**src/rtl/mspid_pkg.sv**
```systemverilog
`default_nettype none

package mspid_pkg;

  localparam int unsigned PULSE_W   = 13;
  localparam int unsigned SPEED_W   = 12;
  localparam int unsigned GAIN_W    = 16;
  localparam int unsigned DUTY_W    = 14;
  localparam int unsigned CLASS_W   = 2;

  // e0 spans target - pulse, e1 and e2 add one and two more bits of headroom
  localparam int unsigned ERR0_W    = 14;
  localparam int unsigned ERR1_W    = 15;
  localparam int unsigned ERR2_W    = 16;
  localparam int unsigned PROD_W    = 33;
  localparam int unsigned SUM_W     = 35;
  localparam int unsigned FRAC_W    = 8;
  localparam int unsigned INC_W     = SUM_W - FRAC_W;
  localparam int unsigned DRIVE_W   = 15;

  localparam int unsigned DRIVE_LIMIT_DEF = 9999;

  localparam logic [SPEED_W-1:0] OBSTACLE_SPEED = SPEED_W'(80);
  localparam logic [SPEED_W-1:0] RING_SPEED     = SPEED_W'(90);

  localparam logic [CLASS_W-1:0] CLASS_SHORT = CLASS_W'(1);
  localparam logic [CLASS_W-1:0] CLASS_LONG  = CLASS_W'(2);

  localparam int unsigned CFG_IDX_W  = 3;
  localparam int unsigned CFG_DATA_W = 16;

  typedef enum logic [CFG_IDX_W-1:0] {
    REG_GAIN_P        = 3'd0,
    REG_GAIN_I        = 3'd1,
    REG_GAIN_D        = 3'd2,
    REG_LONG_SPEED    = 3'd3,
    REG_SHORT_SPEED   = 3'd4,
    REG_BASE_SPEED    = 3'd5
  } cfg_reg_e;

  typedef struct packed {
    logic signed [ERR0_W-1:0] e0;
    logic signed [ERR1_W-1:0] e1;
    logic signed [ERR2_W-1:0] e2;
    logic        [SPEED_W-1:0] target;
  } err_t;

  typedef struct packed {
    logic signed [PROD_W-1:0] p;
    logic signed [PROD_W-1:0] i;
    logic signed [PROD_W-1:0] d;
    logic        [SPEED_W-1:0] target;
  } prod_t;

  typedef struct packed {
    logic signed [INC_W-1:0]  inc;
    logic        [SPEED_W-1:0] target;
  } inc_t;

  typedef struct packed {
    logic [GAIN_W-1:0] p;
    logic [GAIN_W-1:0] i;
    logic [GAIN_W-1:0] d;
  } gains_t;

  typedef struct packed {
    logic [SPEED_W-1:0] long_speed;
    logic [SPEED_W-1:0] short_speed;
    logic [SPEED_W-1:0] base_speed;
  } speeds_t;

endpackage

`default_nettype wire

```
**src/rtl/mspid_err.sv**
```systemverilog
`default_nettype none

module mspid_err (
  input  wire logic                                  clk_i,
  input  wire logic                                  rst_ni,
  input  wire logic                                  valid_i,
  output      logic                                  ready_o,
  input  wire logic signed [mspid_pkg::PULSE_W-1:0]  pulse_count_i,
  input  wire logic                                  obstacle_i,
  input  wire logic                                  ring_left_i,
  input  wire logic                                  ring_right_i,
  input  wire logic        [mspid_pkg::CLASS_W-1:0]  straight_class_i,
  input  wire logic                                  stop_request_i,
  input  wire mspid_pkg::speeds_t                    speeds_i,
  output      logic                                  valid_o,
  input  wire logic                                  ready_i,
  output      mspid_pkg::err_t                       data_o
);

  logic                                   valid_q;
  mspid_pkg::err_t                        data_q;
  mspid_pkg::err_t                        data_d;
  logic signed [mspid_pkg::ERR0_W-1:0]    last_err_q;
  logic signed [mspid_pkg::ERR0_W-1:0]    prev_err_q;
  logic                                   zeroed_q;
  logic                                   accept;
  logic        [mspid_pkg::SPEED_W-1:0]   target;
  logic signed [mspid_pkg::ERR0_W-1:0]    e0;

  assign ready_o = !valid_q || ready_i;
  assign accept  = valid_i && ready_o;

  always_comb begin
    if (stop_request_i) begin
      target = '0;
    end else if (obstacle_i) begin
      target = mspid_pkg::OBSTACLE_SPEED;
    end else if (ring_left_i || ring_right_i) begin
      target = mspid_pkg::RING_SPEED;
    end else if (straight_class_i == mspid_pkg::CLASS_LONG) begin
      target = speeds_i.long_speed;
    end else if (straight_class_i == mspid_pkg::CLASS_SHORT) begin
      target = zeroed_q ? '0 : speeds_i.short_speed;
    end else begin
      target = zeroed_q ? '0 : speeds_i.base_speed;
    end
  end

  assign e0 = $signed(mspid_pkg::ERR0_W'(target)) - mspid_pkg::ERR0_W'(pulse_count_i);

  always_comb begin
    data_d.target = target;
    data_d.e0     = e0;
    data_d.e1     = mspid_pkg::ERR1_W'(e0) - mspid_pkg::ERR1_W'(last_err_q);
    data_d.e2     = mspid_pkg::ERR2_W'(e0) - (mspid_pkg::ERR2_W'(last_err_q) <<< 1)
                    + mspid_pkg::ERR2_W'(prev_err_q);
  end

  always_ff @(posedge clk_i or negedge rst_ni) begin
    if (!rst_ni) begin
      valid_q    <= 1'b0;
      last_err_q <= '0;
      prev_err_q <= '0;
      zeroed_q   <= 1'b0;
    end else begin
      if (ready_o) begin
        valid_q <= valid_i;
      end
      if (accept) begin
        last_err_q <= e0;
        prev_err_q <= last_err_q;
        // stop latches for good
        zeroed_q   <= zeroed_q | stop_request_i;
      end
    end
  end

  always_ff @(posedge clk_i) begin
    if (accept) begin
      data_q <= data_d;
    end
  end

  assign valid_o = valid_q;
  assign data_o  = data_q;

endmodule

`default_nettype wire

```
**src/rtl/mspid_mul.sv**
```systemverilog
`default_nettype none

module mspid_mul (
  input  wire logic             clk_i,
  input  wire logic             rst_ni,
  input  wire logic             valid_i,
  output      logic             ready_o,
  input  wire mspid_pkg::err_t  data_i,
  input  wire mspid_pkg::gains_t gains_i,
  output      logic             valid_o,
  input  wire logic             ready_i,
  output      mspid_pkg::prod_t data_o
);

  localparam int unsigned PW = mspid_pkg::PROD_W;

  logic             valid_q;
  mspid_pkg::prod_t data_q;
  mspid_pkg::prod_t data_d;
  logic             accept;

  assign ready_o = !valid_q || ready_i;
  assign accept  = valid_i && ready_o;

  // gains are unsigned: zero-extend, errors sign-extend
  always_comb begin
    data_d.target = data_i.target;
    data_d.p = $signed(PW'(gains_i.p)) * PW'(data_i.e1);
    data_d.i = $signed(PW'(gains_i.i)) * PW'(data_i.e0);
    data_d.d = $signed(PW'(gains_i.d)) * PW'(data_i.e2);
  end

  always_ff @(posedge clk_i or negedge rst_ni) begin
    if (!rst_ni) begin
      valid_q <= 1'b0;
    end else if (ready_o) begin
      valid_q <= valid_i;
    end
  end

  always_ff @(posedge clk_i) begin
    if (accept) begin
      data_q <= data_d;
    end
  end

  assign valid_o = valid_q;
  assign data_o  = data_q;

endmodule

`default_nettype wire

```
**src/rtl/mspid_sum.sv**
```systemverilog
`default_nettype none

module mspid_sum (
  input  wire logic             clk_i,
  input  wire logic             rst_ni,
  input  wire logic             valid_i,
  output      logic             ready_o,
  input  wire mspid_pkg::prod_t data_i,
  output      logic             valid_o,
  input  wire logic             ready_i,
  output      mspid_pkg::inc_t  data_o
);

  localparam int unsigned SW = mspid_pkg::SUM_W;

  logic                   valid_q;
  mspid_pkg::inc_t        data_q;
  mspid_pkg::inc_t        data_d;
  logic                   accept;
  logic signed [SW-1:0]   sum;
  logic signed [SW-1:0]   sum_adj;

  assign ready_o = !valid_q || ready_i;
  assign accept  = valid_i && ready_o;

  assign sum = SW'(data_i.p) + SW'(data_i.i) + SW'(data_i.d);

  // bias negatives so the shift truncates toward zero
  assign sum_adj = sum[SW-1] ? sum + SW'((1 << mspid_pkg::FRAC_W) - 1) : sum;

  always_comb begin
    data_d.target = data_i.target;
    data_d.inc    = sum_adj[SW-1:mspid_pkg::FRAC_W];
  end

  always_ff @(posedge clk_i or negedge rst_ni) begin
    if (!rst_ni) begin
      valid_q <= 1'b0;
    end else if (ready_o) begin
      valid_q <= valid_i;
    end
  end

  always_ff @(posedge clk_i) begin
    if (accept) begin
      data_q <= data_d;
    end
  end

  assign valid_o = valid_q;
  assign data_o  = data_q;

endmodule

`default_nettype wire

```
**src/rtl/mspid_acc.sv**
```systemverilog
`default_nettype none

module mspid_acc #(
  parameter int unsigned DRIVE_LIMIT = mspid_pkg::DRIVE_LIMIT_DEF
) (
  input  wire logic                               clk_i,
  input  wire logic                               rst_ni,
  input  wire logic                               valid_i,
  output      logic                               ready_o,
  input  wire mspid_pkg::inc_t                    data_i,
  output      logic                               valid_o,
  input  wire logic                               ready_i,
  output      logic [mspid_pkg::DUTY_W-1:0]       duty_o,
  output      logic                               forward_o,
  output      logic [mspid_pkg::SPEED_W-1:0]      target_speed_o
);

  localparam int unsigned AW = mspid_pkg::INC_W + 1;
  localparam int unsigned DW = mspid_pkg::DRIVE_W;
  localparam logic signed [AW-1:0] LIM_POS = AW'(DRIVE_LIMIT);
  localparam logic signed [AW-1:0] LIM_NEG = -AW'(DRIVE_LIMIT);

  logic                                valid_q;
  logic                                accept;
  logic signed [DW-1:0]                drive_q;
  logic signed [DW-1:0]                drive_d;
  logic signed [AW-1:0]                acc;
  logic [mspid_pkg::DUTY_W-1:0]        duty_q;
  logic                                forward_q;
  logic [mspid_pkg::SPEED_W-1:0]       target_q;

  assign ready_o = !valid_q || ready_i;
  assign accept  = valid_i && ready_o;

  assign acc = AW'(drive_q) + AW'(data_i.inc);

  always_comb begin
    if (acc > LIM_POS) begin
      drive_d = DW'(LIM_POS);
    end else if (acc < LIM_NEG) begin
      drive_d = DW'(LIM_NEG);
    end else begin
      drive_d = acc[DW-1:0];
    end
  end

  always_ff @(posedge clk_i or negedge rst_ni) begin
    if (!rst_ni) begin
      valid_q <= 1'b0;
      drive_q <= '0;
    end else begin
      if (ready_o) begin
        valid_q <= valid_i;
      end
      if (accept) begin
        drive_q <= drive_d;
      end
    end
  end

  always_ff @(posedge clk_i) begin
    if (accept) begin
      forward_q <= !drive_d[DW-1];
      duty_q    <= drive_d[DW-1] ? mspid_pkg::DUTY_W'(-drive_d)
                                 : mspid_pkg::DUTY_W'(drive_d);
      target_q  <= data_i.target;
    end
  end

  assign valid_o        = valid_q;
  assign duty_o         = duty_q;
  assign forward_o      = forward_q;
  assign target_speed_o = target_q;

endmodule

`default_nettype wire

```
**src/rtl/motor_speed_incremental_pid_top.sv**
```systemverilog
// Channel  Direction  Handshake              Beat contents
// in       input      in_valid_i/in_ready_o  pulse_count, obstacle, ring flags, class, stop
// out      output     out_valid_o/out_ready_i duty, forward, target_speed
// cfg      input      cfg_valid_i/cfg_ready_o cfg_index_i, cfg_data_i (always ready)
//
// One beat per cycle in and out while the output is not stalled.
// Four stages: target and errors, three gain products, sum and truncate, drive
// accumulate with clamp into the output register. Each stage holds on its own,
// so bubbles close up while the output is stalled. Reset clears the error
// history, drive, stop latch, valid and config registers to zero, not the data registers.
`default_nettype none

module motor_speed_incremental_pid_top #(
  parameter int unsigned DRIVE_LIMIT = mspid_pkg::DRIVE_LIMIT_DEF
) (
  input  wire logic                                   clk_i,
  input  wire logic                                   rst_ni,
  input  wire logic                                   in_valid_i,
  output      logic                                   in_ready_o,
  input  wire logic signed [mspid_pkg::PULSE_W-1:0]   pulse_count_i,
  input  wire logic                                   obstacle_i,
  input  wire logic                                   ring_left_i,
  input  wire logic                                   ring_right_i,
  input  wire logic        [mspid_pkg::CLASS_W-1:0]   straight_class_i,
  input  wire logic                                   stop_request_i,
  output      logic                                   out_valid_o,
  input  wire logic                                   out_ready_i,
  output      logic        [mspid_pkg::DUTY_W-1:0]    duty_o,
  output      logic                                   forward_o,
  output      logic        [mspid_pkg::SPEED_W-1:0]   target_speed_o,
  input  wire logic                                   cfg_valid_i,
  output      logic                                   cfg_ready_o,
  input  wire logic        [mspid_pkg::CFG_IDX_W-1:0] cfg_index_i,
  input  wire logic        [mspid_pkg::CFG_DATA_W-1:0] cfg_data_i
);

  mspid_pkg::gains_t  gains_q;
  mspid_pkg::speeds_t speeds_q;

  logic             err_valid;
  logic             err_ready;
  mspid_pkg::err_t  err_data;
  logic             mul_valid;
  logic             mul_ready;
  mspid_pkg::prod_t mul_data;
  logic             sum_valid;
  logic             sum_ready;
  mspid_pkg::inc_t  sum_data;

  assign cfg_ready_o = 1'b1;

  always_ff @(posedge clk_i or negedge rst_ni) begin
    if (!rst_ni) begin
      gains_q  <= '0;
      speeds_q <= '0;
    end else if (cfg_valid_i) begin
      case (mspid_pkg::cfg_reg_e'(cfg_index_i))
        mspid_pkg::REG_GAIN_P:      gains_q.p <= cfg_data_i;
        mspid_pkg::REG_GAIN_I:      gains_q.i <= cfg_data_i;
        mspid_pkg::REG_GAIN_D:      gains_q.d <= cfg_data_i;
        mspid_pkg::REG_LONG_SPEED:  speeds_q.long_speed  <= cfg_data_i[mspid_pkg::SPEED_W-1:0];
        mspid_pkg::REG_SHORT_SPEED: speeds_q.short_speed <= cfg_data_i[mspid_pkg::SPEED_W-1:0];
        mspid_pkg::REG_BASE_SPEED:  speeds_q.base_speed  <= cfg_data_i[mspid_pkg::SPEED_W-1:0];
        default: ;  // drop writes to unknown registers
      endcase
    end
  end

  mspid_err u_err (
    .clk_i            (clk_i),
    .rst_ni           (rst_ni),
    .valid_i          (in_valid_i),
    .ready_o          (in_ready_o),
    .pulse_count_i    (pulse_count_i),
    .obstacle_i       (obstacle_i),
    .ring_left_i      (ring_left_i),
    .ring_right_i     (ring_right_i),
    .straight_class_i (straight_class_i),
    .stop_request_i   (stop_request_i),
    .speeds_i         (speeds_q),
    .valid_o          (err_valid),
    .ready_i          (err_ready),
    .data_o           (err_data)
  );

  mspid_mul u_mul (
    .clk_i   (clk_i),
    .rst_ni  (rst_ni),
    .valid_i (err_valid),
    .ready_o (err_ready),
    .data_i  (err_data),
    .gains_i (gains_q),
    .valid_o (mul_valid),
    .ready_i (mul_ready),
    .data_o  (mul_data)
  );

  mspid_sum u_sum (
    .clk_i   (clk_i),
    .rst_ni  (rst_ni),
    .valid_i (mul_valid),
    .ready_o (mul_ready),
    .data_i  (mul_data),
    .valid_o (sum_valid),
    .ready_i (sum_ready),
    .data_o  (sum_data)
  );

  mspid_acc #(
    .DRIVE_LIMIT (DRIVE_LIMIT)
  ) u_acc (
    .clk_i          (clk_i),
    .rst_ni         (rst_ni),
    .valid_i        (sum_valid),
    .ready_o        (sum_ready),
    .data_i         (sum_data),
    .valid_o        (out_valid_o),
    .ready_i        (out_ready_i),
    .duty_o         (duty_o),
    .forward_o      (forward_o),
    .target_speed_o (target_speed_o)
  );

endmodule

`default_nettype wire

```
**config.mk**
```make
export PLATFORM = sky130hd
export DESIGN_NAME = motor_speed_incremental_pid_top
export DESIGN_NICKNAME = d
export VERILOG_FILES = /design/src/rtl/mspid_pkg.sv /design/src/rtl/mspid_err.sv /design/src/rtl/mspid_mul.sv /design/src/rtl/mspid_sum.sv /design/src/rtl/mspid_acc.sv /design/src/rtl/motor_speed_incremental_pid_top.sv
export SDC_FILE = /design/constraint.sdc
export NUM_CORES = 2
export LEC_CHECK = 0
export ABC_CLOCK_PERIOD_IN_PS = 9600
export BUFFER_PORTS_ARGS = -buffer_cell sky130_fd_sc_hd__buf_2
export CAP_MARGIN = 40
export CORE_ASPECT_RATIO = 0.6
export CORE_UTILIZATION = 26
export DETAILED_ROUTE_END_ITERATION = 16
export PLACE_DENSITY = 0.46
export SLEW_MARGIN = 20
export SYNTH_ARGS = -nofsm -noshare
export SYNTH_HDL_FRONTEND = slang
export SYNTH_SLANG_ARGS = --single-unit
```
**constraint.sdc**
```tcl
create_clock -name clk_i -period 9.6 [get_ports clk_i]
set_input_delay 2.88 -clock clk_i [delete_from_list [all_inputs] [get_ports clk_i]]
set_output_delay 2.88 -clock clk_i [all_outputs]
set_load 0.03 [all_outputs]
```
==> results.py <==
metrics = {
    "worst_hold_path": {
        "class_of_the_tightest_hold_or_removal_check": "reg2reg",
    },
    "timing": {
        "grt_setup_unrepaired": "no",
        "fin_skew_ns": 0.03813,
        "min_period_ns": 8.303,
        "worst_margin_slew_ns": 0.8959,
        "timing_limited_maximum_frequency_mhz": 120.4,
        "post-route-period-util": 0.8649,
        "drv_slew": 0,
        "max_slew_margin": 0.4028,
        "final_setup_vio_count": 0,
        "post-route-worst-setup-slack_ns": 1.297,
        "final_hold_viol_count": 0,
        "finalSetupTns_ns": 0,
    },
    "critical_path": {
        "critPathKind": "in2reg",
        "critPathSlowestCell": "fa_1",
        "crit_path_cell_trace": "buf_2 > nor2b_1 > nor2_1 > buf_4 > a22oi_1 > nor2_1 > a2111oi_0 > nor3_1 > ha_1 > a21boi_0 > o21ai_0 > a21boi_0 > o21ai_0 > a21oi_1 > nor2_1 > xnor2_1 > fa_1 > ha_1 > and2_1 > a311o_1 > a41o_1 > o41ai_1 > xnor2_1",
        "largest_stage_delay_worst_path_ns": 0.50,
        "cp_data_arrival_time_ns": 8.62,
        "critical_path_fanouts_max": 8,
        "timing.critical_path.required_ns": 9.91,
        "critical_path.startpoint_type": "input pin",
        "path_common_cell": "nor2_1",
        "path_buf_inv": 2,
        "critical_path.endpoint_type": "flip-flop",
        "critPathTopFamily": "compound AO/OA/AOI/OAI gates",
    },
    "floorplanning": {
        "chipWidth_um": 529.8,
        "core.rowCount": 115,
        "die_area_mm2": 0.1688,
        "initial_utilization": 0.2635,
        "top_level_i_o_count": 73,
        "dieHeight_um": 318.7,
        "fp.coreArea_mm2": 0.1649,
    },
    "logic_synthesis": {
        "muxShareOfSynthArea": 0.02580,
        "synth.avg_cell_area_um2": 10.06,
        "synth-async-reset-ratio": 0.3636,
        "yosys.cell_types.count": 88,
        "synth.yosys.seq_area_share": 0.2356,
        "dominantRegCellSynth": "edfxtp_1",
        "synth.net_count": 5403,
        "synthSimpleGateAreaFrac": 0.1422,
        "combinational_family_with_the_most_area_after_synthesis": "adder cells",
        "synth-compound-area-share": 0.08021,
        "syn_inst": 4319,
        "synthXorXnorAreaFrac": 0.03809,
        "summed_instance_area_of_the_synthesized_netlist_mm2": 0.04346,
        "ys_ff_latch": 363,
        "synth-warning-count": 0,
        "number_of_flops_mapped_to_enable_cells_by_yosys": 231,
        "synthAdderAreaFrac": 0.4020,
    },
    "layout": {
        "final_net_count": 5442,
        "num-fill-cells": 17340,
        "multi_input_gate_area_mm2": 0.02996,
        "finalInstanceArea_mm2": 0.04810,
        "drive_gt1_frac": 0.07771,
        "synthToLayoutAreaGrowth_pct": 10.69,
        "regArea_mm2": 0.01024,
        "layout.cells.non_filler": 6615,
    },
    "placement": {
        "place.port_buffers": 71,
        "numPlacedInstances": 6531,
        "dp_worst_setup_slack_ns": 0.7623,
        "detailed_place_hpwl_um": 104700,
        "placed_inst_area_mm2": 0.04659,
        "place_congestion": 0.8631,
    },
    "global_route": {
        "number_of_antenna_violations_at_the_first_check_in_global_routing": 12,
        "maximum_number_of_pins_on_one_net_before_global_route_repair": 58,
        "overflow": 0,
        "first_pass_grt_wire_length_um": 196700,
        "global_route.usage.total": 0.1544,
        "via_count_of_the_first_global_routing_pass": 30150,
    },
    "detailed_routing": {
        "vias": 30110,
        "initialDrtViolationCount": 2292,
        "first_pass_iteration_count_of_the_detailed_router": 5,
        "detail_route.wl_per_cell_um": 19.59,
        "avgViaCountPerCell": 4.552,
        "drc": 0,
        "drtAntennaViolNets": 0,
        "drt-total-wl_um": 129600,
    },
    "cts": {
        "ctsHoldBuffers": 0,
        "post_cts_buffers": 0,
        "clock_tree.buffer_depth": 3,
        "cts_num_sinks": 363,
        "cts-buffers-inserted": 38,
        "path_clk_slew_ns": 0.07,
        "post_cts_resize_count": 0,
        "cts_tree": "done",
        "clk-insertion-delay-late_ns": 0.61,
        "clock-root-buffer": "clkbuf_16",
        "cts_htree_levels": 2,
    },
    "outcome": {
        "run_status": "finished, final reports clean",
    },
    "run": {
        "max_cap_viols": 0,
    },
}
cell usage after synthesis (all sizes together) (16+ instances only):
master / n / share of area
nand3: 33 / 0.0038
and3: 16 / 0.0023
o21a: 29 / 0.0050
dfrtp: 132 / 0.076
inv: 740 / 0.064
a21oi: 137 / 0.016
clkbuf: 117 / 0.010
xor2: 60 / 0.012
mux2: 96 / 0.025
nor3: 41 / 0.0048
fa: 592 / 0.27
buf: 16 / 0.0019
o21ai: 108 / 0.012
nor2b: 37 / 0.0053
a211oi: 28 / 0.0054
and2: 339 / 0.049
xnor2: 129 / 0.026
nand2: 463 / 0.040
nand2b: 40 / 0.0058
a31oi: 16 / 0.0023
edfxtp: 231 / 0.16
nor2: 167 / 0.014
o21bai: 22 / 0.0041
a21o: 61 / 0.011
ha: 449 / 0.13
nand4: 17 / 0.0024
metrics by stage:
step,util,hold WS (ns)
final,0.2917,0.4170
after global routing,0.2917,0.4260
after CTS,0.2908,0.4200
after detailed placement,0.2826,0.4045
after global placement,0.2815,0.4033
after floorplan,-,0.4003
kinds of logic (layout without fill, tap and decap cells):
group | after synthesis | in the layout
and+or+nand+nor | 1232 | 1232
adders and majority gates | 1041 | 1041
buffers and inverters | 874 | 943
AOI/OAI and AO/OA | 519 | 519
DFF | 363 | 363
xor gates and xnor gates | 189 | 189
muxes | 100 | 100
other | 1 | 5
cells in the final DEF (no fill, tap or decap), types with 14 or more instances in the layout:
cell	count
nand2_1	463
nor2b_1	37
ha_1	449
edfxtp_1	231
nand4_1	17
buf_2	70
o21a_1	29
a21oi_1	131
nor3_1	39
buf_4	41
inv_1	736
nand2b_1	40
nor2_1	167
xnor2_1	129
or3_1	14
a31oi_1	16
clkbuf_16	42
fa_1	592
xor2_1	60
and3_1	16
dfrtp_1	132
o21ai_0	91
mux2_2	96
a21o_1	61
nand3_1	33
o21bai_1	21
and2_1	337
a211oi_1	25
o21ai_1	17
routing by layer:
layer / share of wire / GRT usage / up-vias
met1: 0.57 / 0.2668 / 15260
met5: 0.00010 / 0 / -
li1: - / - / 14000
met3: 0.078 / 0.03789 / 49
met4: 0.0059 / 0.01121 / 2
met2: 0.35 / 0.1879 / 807
layout make-up:
class | instances | share of cell area
multi-input combinational | 3082 | 0.6228
sequential | 363 | 0.2129
inverter | 741 | 0.05785
tap | 2223 | 0.05782
clock buffer | 51 | 0.02291
timing repair buffer | 132 | 0.02013
clock inverter | 19 | 0.005410
antenna | 4 | 0.0002081
flip-flops by register name (all words and copies together) (netlist names), 12 cells and up:
| name | cells |
|---|---|
| gains_q | 48 |
| u_err.data_o | 57 |
| u_err.prev_err_q | 14 |
| u_acc.duty_o | 14 |
| speeds_q | 36 |
| u_mul.data_o | 108 |
| u_err.last_err_q | 14 |
| u_acc.target_speed_o | 12 |
| u_acc.drive_q | 15 |
| u_sum.data_o | 39 |
final timing paths:
kind,startpoint,endpoint,slack [ns],cells past startpoint
max in group asynchronous,rst_ni,u_err.last_err_q[13]$_DFFE_PN0P_,5.59,3
setup reg to reg,gains_q[5]$_DFFE_PN0P_,u_mul.data_o[44]$_DFFE_PP_,1.63,23
hold / removal,u_mul.data_o[0]$_DFFE_PP_,u_sum.data_o[0]$_DFFE_PP_,0.42,0
min in group asynchronous,rst_ni,u_acc.drive_q[14]$_DFFE_PN0P_,2.22,1
hold reg to reg,u_mul.data_o[0]$_DFFE_PP_,u_sum.data_o[0]$_DFFE_PP_,0.42,0
setup / recovery,straight_class_i[1],u_err.data_o[27]$_DFFE_PP_,1.30,23
Power is left out: the tool's default activity adds up to more than one toggle a clock period on the data nets, which glitch-free logic cannot reach.
